==> src/rtl/sbs_pkg.sv <==
// Types, character codes and helper functions for the script block splitter.
package sbs_pkg;

   localparam int SBS_OFFSET_BITS = 24;
   localparam int SBS_DEPTH_BITS  = 8;

   localparam int FIFO_DEPTH = 4;
   localparam int FIFO_PTR_BITS = 2;
   localparam int FIFO_CNT_BITS = 3;

   localparam logic [2:0] KW_LEN = 3'd6;

   localparam logic [7:0] CH_LBRACE = 8'h7B;
   localparam logic [7:0] CH_RBRACE = 8'h7D;
   localparam logic [7:0] CH_DQUOTE = 8'h22;
   localparam logic [7:0] CH_SQUOTE = 8'h27;
   localparam logic [7:0] CH_BSLASH = 8'h5C;
   localparam logic [7:0] CH_SLASH  = 8'h2F;
   localparam logic [7:0] CH_STAR   = 8'h2A;
   localparam logic [7:0] CH_LF     = 8'h0A;
   localparam logic [7:0] CH_SPACE  = 8'h20;

   typedef enum logic [1:0] {
      PH_SEARCH,
      PH_AWAIT,
      PH_BLOCK
   } phase_type;

   typedef enum logic [2:0] {
      LM_CODE,
      LM_DQ,
      LM_SQ,
      LM_LINE,
      LM_BLOCKC
   } lex_mode_type;

   typedef enum logic [1:0] {
      LA_NONE,
      LA_SLASH,
      LA_STAR
   } look_type;

   // Write requests from the scanner into the result queue.
   typedef struct packed {
      logic first;
      logic second;
   } push_type;

   function automatic logic is_alnum(input logic [7:0] c);
      return (c >= 8'h30 && c <= 8'h39) || (c >= 8'h41 && c <= 8'h5A) ||
             (c >= 8'h61 && c <= 8'h7A);
   endfunction

   function automatic logic is_space(input logic [7:0] c);
      return (c == CH_SPACE) || (c >= 8'h09 && c <= 8'h0D);
   endfunction

   // Character of the keyword "script" at a given match count.
   function automatic logic [7:0] kw_char(input logic [2:0] k);
      logic [7:0] ch;
      case (k)
         3'd0: ch = 8'h73;
         3'd1: ch = 8'h63;
         3'd2: ch = 8'h72;
         3'd3: ch = 8'h69;
         3'd4: ch = 8'h70;
         3'd5: ch = 8'h74;
         default: ch = 8'h00;
      endcase
      return ch;
   endfunction

endpackage

==> src/rtl/sbs_scan.sv <==
// Per-byte scanner: keyword search, brace tracking and fragment generation.
module sbs_scan import sbs_pkg::*; #(
   parameter int OFFSET_BITS = SBS_OFFSET_BITS,
   parameter int DEPTH_BITS  = SBS_DEPTH_BITS,
   localparam int RW = 2 * OFFSET_BITS + 4
) (
   input  logic          clock,
   input  logic          reset,
   input  logic          accept,
   input  logic [7:0]    text_byte,
   input  logic          final_byte,
   output push_type      push,
   output logic [RW-1:0] word_first,
   output logic [RW-1:0] word_second
);

   localparam int OB = OFFSET_BITS;

   logic [OB:0]            position_ff, position_in;
   logic [OB:0]            text_start_ff, text_start_in;
   logic [OB-1:0]          block_start_ff, block_start_in;
   phase_type              phase_ff, phase_in;
   logic [2:0]             kw_ff, kw_in;
   logic                   prev_alnum_ff;
   logic [7:0]             prev_byte_ff;
   logic [DEPTH_BITS-1:0]  depth_ff, depth_in;
   lex_mode_type           mode_ff, mode_in;
   look_type               look_ff, look_in;
   logic                   ovf_ff, ovf_in;

   logic                   sat;
   logic [OB-1:0]          idx;
   logic [2:0]             kw_base;
   logic                   do_search;
   logic                   enter;
   logic                   close;
   logic                   handled;
   logic                   kw_hit;
   logic                   blk_emit;
   logic [OB:0]            bs_ext;
   logic [OB:0]            from_second;

   // Next state for one byte.
   always_comb begin
      sat            = position_ff[OB];
      idx            = sat ? {OB{1'b1}} : position_ff[OB-1:0];
      position_in    = sat ? position_ff : position_ff + (OB+1)'(1);
      ovf_in         = ovf_ff | sat;
      text_start_in  = text_start_ff;
      block_start_in = block_start_ff;
      phase_in       = phase_ff;
      kw_in          = kw_ff;
      depth_in       = depth_ff;
      mode_in        = mode_ff;
      look_in        = look_ff;
      kw_base        = kw_ff;
      do_search      = 1'b0;
      enter          = 1'b0;
      close          = 1'b0;
      handled        = 1'b0;
      kw_hit         = 1'b0;

      case (phase_ff)
         PH_SEARCH: begin
            if (kw_ff == KW_LEN) begin
               if (is_alnum(text_byte)) begin
                  kw_in = 3'd0;
               end else if (is_space(text_byte)) begin
                  phase_in = PH_AWAIT;
                  kw_in    = 3'd0;
               end else if (text_byte == CH_LBRACE) begin
                  enter = 1'b1;
               end else begin
                  kw_base   = 3'd0;
                  do_search = 1'b1;
               end
            end else begin
               do_search = 1'b1;
            end
         end
         PH_AWAIT: begin
            if (text_byte == CH_LBRACE) begin
               enter = 1'b1;
            end else if (!is_space(text_byte)) begin
               phase_in  = PH_SEARCH;
               kw_base   = 3'd0;
               do_search = 1'b1;
            end
         end
         PH_BLOCK: begin
            // Resolve a pending slash or star against this byte first.
            if (look_ff == LA_SLASH) begin
               look_in = LA_NONE;
               if (text_byte == CH_SLASH) begin
                  mode_in = LM_LINE;
                  handled = 1'b1;
               end else if (text_byte == CH_STAR) begin
                  mode_in = LM_BLOCKC;
                  handled = 1'b1;
               end
            end else if (look_ff == LA_STAR) begin
               look_in = LA_NONE;
               if (text_byte == CH_SLASH) begin
                  mode_in = LM_CODE;
                  handled = 1'b1;
               end
            end
            if (!handled) begin
               case (mode_ff)
                  LM_CODE: begin
                     if (text_byte == CH_DQUOTE) begin
                        mode_in = LM_DQ;
                     end else if (text_byte == CH_SQUOTE) begin
                        mode_in = LM_SQ;
                     end else if (text_byte == CH_SLASH) begin
                        look_in = LA_SLASH;
                     end else if (text_byte == CH_LBRACE) begin
                        if (&depth_ff) begin
                           ovf_in = 1'b1;
                        end else begin
                           depth_in = depth_ff + DEPTH_BITS'(1);
                        end
                     end else if (text_byte == CH_RBRACE) begin
                        if (depth_ff[DEPTH_BITS-1:1] == '0) begin
                           depth_in = '0;
                           close    = 1'b1;
                        end else begin
                           depth_in = depth_ff - DEPTH_BITS'(1);
                        end
                     end
                  end
                  LM_DQ: begin
                     if (text_byte == CH_DQUOTE && prev_byte_ff != CH_BSLASH) begin
                        mode_in = LM_CODE;
                     end
                  end
                  LM_SQ: begin
                     if (text_byte == CH_SQUOTE && prev_byte_ff != CH_BSLASH) begin
                        mode_in = LM_CODE;
                     end
                  end
                  LM_LINE: begin
                     if (text_byte == CH_LF) begin
                        mode_in = LM_CODE;
                     end
                  end
                  default: begin
                     if (text_byte == CH_STAR) begin
                        look_in = LA_STAR;
                     end
                  end
               endcase
            end
         end
         default: begin
            phase_in = PH_SEARCH;
         end
      endcase

      if (do_search) begin
         kw_hit = (kw_base < KW_LEN) && (text_byte == kw_char(kw_base)) &&
                  (kw_base != 3'd0 || !prev_alnum_ff);
         if (kw_hit) begin
            if (kw_base == 3'd0) begin
               block_start_in = idx;
            end
            kw_in = kw_base + 3'd1;
         end else begin
            kw_in = 3'd0;
         end
      end

      if (enter) begin
         phase_in = PH_BLOCK;
         depth_in = DEPTH_BITS'(1);
         mode_in  = LM_CODE;
         look_in  = LA_NONE;
         kw_in    = 3'd0;
      end

      if (close) begin
         text_start_in = position_in;
         phase_in      = PH_SEARCH;
         kw_in         = 3'd0;
         mode_in       = LM_CODE;
         look_in       = LA_NONE;
      end
   end

   // Fragments caused by this byte: optional plain text, then the closing one.
   always_comb begin
      blk_emit    = close | (final_byte & (phase_in == PH_BLOCK));
      bs_ext      = {1'b0, block_start_in};
      push.first  = accept & blk_emit & (bs_ext > text_start_ff);
      push.second = accept & (blk_emit | (final_byte & (position_in > text_start_ff)));
      from_second = blk_emit ? bs_ext : text_start_ff;
      word_first  = {1'b0, text_start_ff[OB-1:0], bs_ext - text_start_ff, 1'b0, ovf_in};
      word_second = {blk_emit, from_second[OB-1:0], position_in - from_second, 1'b1, ovf_in};
   end

   always_ff @(posedge clock) begin
      if (reset || (accept && final_byte)) begin
         position_ff    <= '0;
         text_start_ff  <= '0;
         block_start_ff <= '0;
         phase_ff       <= PH_SEARCH;
         kw_ff          <= 3'd0;
         prev_alnum_ff  <= 1'b0;
         prev_byte_ff   <= 8'h00;
         depth_ff       <= '0;
         mode_ff        <= LM_CODE;
         look_ff        <= LA_NONE;
         ovf_ff         <= 1'b0;
      end else if (accept) begin
         position_ff    <= position_in;
         text_start_ff  <= text_start_in;
         block_start_ff <= block_start_in;
         phase_ff       <= phase_in;
         kw_ff          <= kw_in;
         prev_alnum_ff  <= is_alnum(text_byte);
         prev_byte_ff   <= text_byte;
         depth_ff       <= depth_in;
         mode_ff        <= mode_in;
         look_ff        <= look_in;
         ovf_ff         <= ovf_in;
      end
   end

endmodule

==> src/rtl/sbs_fifo.sv <==
// Result queue: takes up to two fragments per cycle, hands out one per transfer.
module sbs_fifo import sbs_pkg::*; #(
   parameter int RW = 2 * SBS_OFFSET_BITS + 4
) (
   input  logic          clock,
   input  logic          reset,
   input  push_type      push,
   input  logic [RW-1:0] word_first,
   input  logic [RW-1:0] word_second,
   output logic          room,
   output logic          rd_valid,
   input  logic          rd_ready,
   output logic [RW-1:0] rd_word
);

   logic [RW-1:0]              ent_ff [FIFO_DEPTH];
   logic [FIFO_PTR_BITS-1:0]   wr_ptr_ff, wr_ptr_in;
   logic [FIFO_PTR_BITS-1:0]   rd_ptr_ff, rd_ptr_in;
   logic [FIFO_CNT_BITS-1:0]   count_ff, count_in;
   logic [FIFO_PTR_BITS-1:0]   wr_ptr_nx;
   logic [FIFO_CNT_BITS-1:0]   n_push;
   logic                       pop;

   always_comb begin
      pop       = rd_valid & rd_ready;
      n_push    = FIFO_CNT_BITS'(push.first) + FIFO_CNT_BITS'(push.second);
      wr_ptr_nx = wr_ptr_ff + FIFO_PTR_BITS'(1);
      wr_ptr_in = wr_ptr_ff + n_push[FIFO_PTR_BITS-1:0];
      rd_ptr_in = pop ? rd_ptr_ff + FIFO_PTR_BITS'(1) : rd_ptr_ff;
      count_in  = count_ff + n_push - FIFO_CNT_BITS'(pop);
   end

   // Accept a byte only with space for the two fragments it may cause.
   assign room     = count_ff <= FIFO_CNT_BITS'(FIFO_DEPTH - 2);
   assign rd_valid = count_ff != '0;
   assign rd_word  = ent_ff[rd_ptr_ff];

   always_ff @(posedge clock) begin
      if (push.first) begin
         ent_ff[wr_ptr_ff] <= word_first;
         if (push.second) begin
            ent_ff[wr_ptr_nx] <= word_second;
         end
      end else if (push.second) begin
         ent_ff[wr_ptr_ff] <= word_second;
      end
   end

   always_ff @(posedge clock) begin
      if (reset) begin
         wr_ptr_ff <= '0;
         rd_ptr_ff <= '0;
         count_ff  <= '0;
      end else begin
         wr_ptr_ff <= wr_ptr_in;
         rd_ptr_ff <= rd_ptr_in;
         count_ff  <= count_in;
      end
   end

endmodule

==> src/rtl/script_block_splitter.sv <==
// Script block splitter: source bytes in, fragment records out.
// Fragments are registered in the four-entry result queue, read out in order.
// One byte per cycle while the queue has room; a byte closing a block after
// plain text gives two fragments, drained one per cycle when rsp_ready is high.
// Reset: synchronous, clears all scan state and empties the result queue.
module script_block_splitter import sbs_pkg::*; #(
   parameter int OFFSET_BITS = SBS_OFFSET_BITS,
   parameter int DEPTH_BITS  = SBS_DEPTH_BITS
) (
   input  logic                 clock,
   input  logic                 reset,
   input  logic                 req_valid,
   output logic                 req_ready,
   input  logic [7:0]           req_text_byte,
   input  logic                 req_final_byte,
   output logic                 rsp_valid,
   input  logic                 rsp_ready,
   output logic                 rsp_fragment_kind,
   output logic [OFFSET_BITS-1:0] rsp_fragment_start,
   output logic [OFFSET_BITS:0] rsp_fragment_length,
   output logic                 rsp_last_of_step,
   output logic                 rsp_limit_hit
);

   localparam int RW = 2 * OFFSET_BITS + 4;

   push_type      push;
   logic [RW-1:0] word_first;
   logic [RW-1:0] word_second;
   logic [RW-1:0] rd_word;
   logic          accept;

   assign accept = req_valid & req_ready;

   sbs_scan #(
      .OFFSET_BITS (OFFSET_BITS),
      .DEPTH_BITS  (DEPTH_BITS)
   ) u_scan (
      .clock       (clock),
      .reset       (reset),
      .accept      (accept),
      .text_byte   (req_text_byte),
      .final_byte  (req_final_byte),
      .push        (push),
      .word_first  (word_first),
      .word_second (word_second)
   );

   sbs_fifo #(
      .RW (RW)
   ) u_fifo (
      .clock       (clock),
      .reset       (reset),
      .push        (push),
      .word_first  (word_first),
      .word_second (word_second),
      .room        (req_ready),
      .rd_valid    (rsp_valid),
      .rd_ready    (rsp_ready),
      .rd_word     (rd_word)
   );

   assign {rsp_fragment_kind, rsp_fragment_start, rsp_fragment_length,
           rsp_last_of_step, rsp_limit_hit} = rd_word;

endmodule

==> config.mk <==
export PLATFORM = sky130hd
export DESIGN_NAME = script_block_splitter
export DESIGN_NICKNAME = d
export VERILOG_FILES = /design/src/rtl/sbs_pkg.sv /design/src/rtl/sbs_scan.sv /design/src/rtl/sbs_fifo.sv /design/src/rtl/script_block_splitter.sv
export SDC_FILE = /design/constraint.sdc
export NUM_CORES = 1
export LEC_CHECK = 0
export BUFFER_PORTS_ARGS = -buffer_cell sky130_fd_sc_hd__buf_2
export CORE_MARGIN = 1.5
export CORE_UTILIZATION = 25
export CTS_CLUSTER_DIAMETER = 50
export DETAILED_ROUTE_END_ITERATION = 10
export HOLD_SLACK_MARGIN = 0.02
export PLACE_DENSITY = 0.49
export SYNTH_ARGS = -nofsm -noshare
export SYNTH_HDL_FRONTEND = slang
export SYNTH_SLANG_ARGS = --single-unit
==> constraint.sdc <==
create_clock -name clock -period 8.8 [get_ports clock]
set_clock_uncertainty 0.1 [all_clocks]
set_input_delay 0.88 -clock clock [delete_from_list [all_inputs] [get_ports clock]]
set_output_delay 0.88 -clock clock [all_outputs]
set_load 0.03 [all_outputs]
==> impl_results.md <==
* Num CTS Buffers at 42
* H-tree depth reported by CTS at 2
* First-pass iteration count of the detailed router at 6
* Gate Count Post-Synth at 1969
* Yosys reg bits at 319
* Total grt overflow at 0
* Comb power frac at 23.7%
* Layout overhead on the synthesized area at 16.3%
* Syn avg cell area at 9.66 um2
* Final Slew Violations at 0
* Number of synthesized flops with an enable pin at 204
* Post-synth top area cell: edfxtp_1
* Routed wire per std cell at 20.6 um
* Die W at 279 um
* Worst skew pair latency at 0.56 ns
* Ys async rst share at 0%
* Worst-Margin Slew at 1.17 ns
* PortBufs at 66
* Startpoint Class: input pin
* Worst hold path startpoint: u_fifo.ent_ff[3][1]
* DR vias/cell at 5.18
* Routed wl met2 at 28600 um
* Placed instance count at 2956
* Final ANT Viol Nets at 0
* Worst r2r src: u_scan.kw_ff[1]
* Worst path bufs/invs at 4
* # rows at 100
* CTS tree: done
* Synth Flop Type: edfxtp_1
* Initial antenna violation count at 0
* CTS Sinks at 319
* Slowest stage cell on the critical path: a2111oi_0
* # setup viols final at 0
* Vias in the first global route at 15089
* Ant. Diodes at 0
* Nets at 2132
* Vias at 15703
* Seq pwr share at 38.0%
* First-pass GRT wire length at 94100 um
* Post-CTS Setup Repair Bufs at 0
* Clk buf depth at 3
* Final hold violations at 0
* Largest net degree at the start of global routing at 98
* FF-to-FF setup slack at 0.93 ns
* Share of cells above drive strength 1 at 14.9%
* Max Clk Rate at 0.121 GHz
* Syn Nets at 2070
* Post-Syn Area at 19000 um2
* CP max FO at 15
* RSZ-0062 raised after global routing: false
* Initial Utilization at 25.4%
* Starting DRT DRC Count at 1459
* IO Pins at 67
* Sw power at 1440 uW
* Switching Share at 32.1%
* DIE AREA at 77800 um2
* Crit Reg-Reg Endpoint: u_fifo.ent_ff[3][24]
* IR drop worst, VDD at 129 uV
* Hold endpoint: u_fifo.ent_ff[3][1]
* Max Cap Viol at 0
* Pleak at 0.00783 uW
* CTS root buffer: clkbuf_16
* Hold depth at 2
* Top routing layer in use: met4
* Most Frequent Cell on Critical Path: buf_4
* DRC viols at 0
* Met3 wire len at 3220 um
* Die Y at 279 um
* PwrDens at 204 nW/um2
* Final wirelength at 62400 um
* Post-Layout Cell Count at 3033
* Post-DP HPWL at 43900 um
* Number of distinct library cells after synthesis at 77
* Crit path required time at 8.98 ns
* Slowest stage delay, CP at 0.75 ns
* CP endpoint kind: flop
* Commonest non-fill, non-tap cell in the layout: nand2_1
* Total Neg Setup Slack at 0 ns
* Fin crit period at 8.26 ns
* Gpl congestion at 0.906
* Most frequent cells in the layout: 227 x nand2_1, 204 x edfxtp_1, 198 x nor2_1
* Core ar. at 74800 um2
* Crit path DAT at 8.44 ns
* R2R depth at 31
* Largest cells by area after synthesis: edfxtp_1 32%, dfxtp_1 12%, mux4_2 6.2%
* Internal power at 3060 uW
* Delay-heaviest family, CP: compound AO/OA/AOI/OAI gates
* WL met1 at 29000 um
* Crit share post-route at 93.9%
* Power share of the clock group at 38.4%
* Outcome: finished, final reports clean
* Worst hold path class: reg -> reg
* Yosys top cell area share at 32.2%
* Synth warnings at 0
* Hold_buf cts at 0
* Gr usage total at 15.7%
* WS Path Type: in -> reg
* Sequential share of the synthesized area at 44.3%
* Clock Pin Slew Worst Setup and Hold Paths at 0.06 ns
* Max-Slew Margin vs Limit at 21.7%
worst max-delay path by stage:
| stage | from | to | cells past startpoint |
|---|---|---|---|
| 3_5_place_dp | req_text_byte[7] | u_fifo.ent_ff[1][34] | 33 |
| 4_1_cts | req_text_byte[7] | u_fifo.ent_ff[1][34] | 33 |
| 3_3_place_gp | req_text_byte[7] | u_fifo.count_ff[2] | 33 |
| 6_report | req_text_byte[7] | u_fifo.ent_ff[3][24] | 32 |
| 5_1_grt | req_text_byte[7] | u_fifo.ent_ff[1][46] | 36 |
| 2_1_floorplan | req_text_byte[2] | u_fifo.ent_ff[3][41] | 36 |
cells in the mapped netlist, types with 45 or more instances:
cell and instances:
nor2_1 199, dfxtp_1 115, mux4_2 52, xor2_1 45, nand2_1 228, ha_1 85, clkbuf_1 87, o21ai_0 139
xnor2_1 45, a211oi_1 61, edfxtp_1 204, a21oi_1 97, o22ai_1 89, inv_1 93
worst register-to-register path: cells and delay by family, from the launching register on:
family	cells	cell delay, ns
adders and majority gates	3	0.86
muxes	3	0.55
DFF	1	0.49
and+or+nand+nor	8	1.46
buffers and inverters	3	0.70
AOI/OAI and AO/OA	14	3.44
state kept, by name, summed over array words and instances, names as in the netlist, 2 cells and up, named ones only:
name,flops
u_scan.mode_ff,3
u_scan.phase_ff,2
u_scan.kw_ff,3
u_fifo.count_ff,3
u_scan.block_start_ff,24
u_fifo.rd_ptr_ff,2
u_scan.prev_byte_ff,8
u_scan.depth_ff,8
u_fifo.wr_ptr_ff,2
u_scan.look_ff,2
u_scan.position_ff,25
u_scan.text_start_ff,25
u_fifo.ent_ff,208
cell type report:
| type | instances | area [um2] |
|---|---|---|
| clock inverters | 23 | 218 |
| repair buffers | 139 | 928 |
| well taps | 969 | 1210 |
| clock buffers | 54 | 1200 |
| multi-input cells | 1435 | 9780 |
| inverters | 94 | 353 |
| fillers | 7835 | 52700 |
| flip-flops and latches | 319 | 8430 |
cell families after synthesis:
group                      count (synthesis)  share of synthesized area, %
DFF                                      319                          44.3
adders and majority gates                 88                          5.91
AOI/OAI and AO/OA                        558                          18.6
buffers and inverters                    215                          4.50
xor gates and xnor gates                  91                          4.23
and+or+nand+nor                          616                          14.7
muxes                                     82                          7.75
layer usage:
metal	GRT usage, %	vias to the layer above
met5	0	-
met4	4.53	0
met3	2.02	78
met2	25.2	484
met1	22.0	7747
li1	-	7394
power by group through the flow:
stage	logic, uW	clock network (uW)	registers (uW)
floorplan	764	0	1710
global placement	1070	0	1740
detailed placement	1080	0	1740
CTS	1090	1760	1710
global route	1150	1820	1720
finish	1070	1730	1710
per-stage QoR:
| stage | power [uW] | hold slack (ns) | util, % | instance area [um2] | setup WS [ns] |
|---|---|---|---|---|---|
| after floorplan | 2470 | 0.318 | - | 19000 | 0.124 |
| after global routing | 4690 | 0.370 | 29.6 | 22100 | 0.0199 |
| after global placement | 2810 | 0.331 | 27.7 | 20700 | 0.0193 |
| after detailed placement | 2830 | 0.333 | 27.7 | 20700 | 0.0658 |
| after CTS | 4560 | 0.342 | 29.6 | 22100 | 0.640 |
| final | 4500 | 0.345 | 29.6 | 22100 | 0.541 |
timing repair:
item	CTS	global route
hold endpoints to repair	0	0
endpoints found under the setup margin	0	63
gates resized for setup	0	3
(Power assumes the default switching activity.)
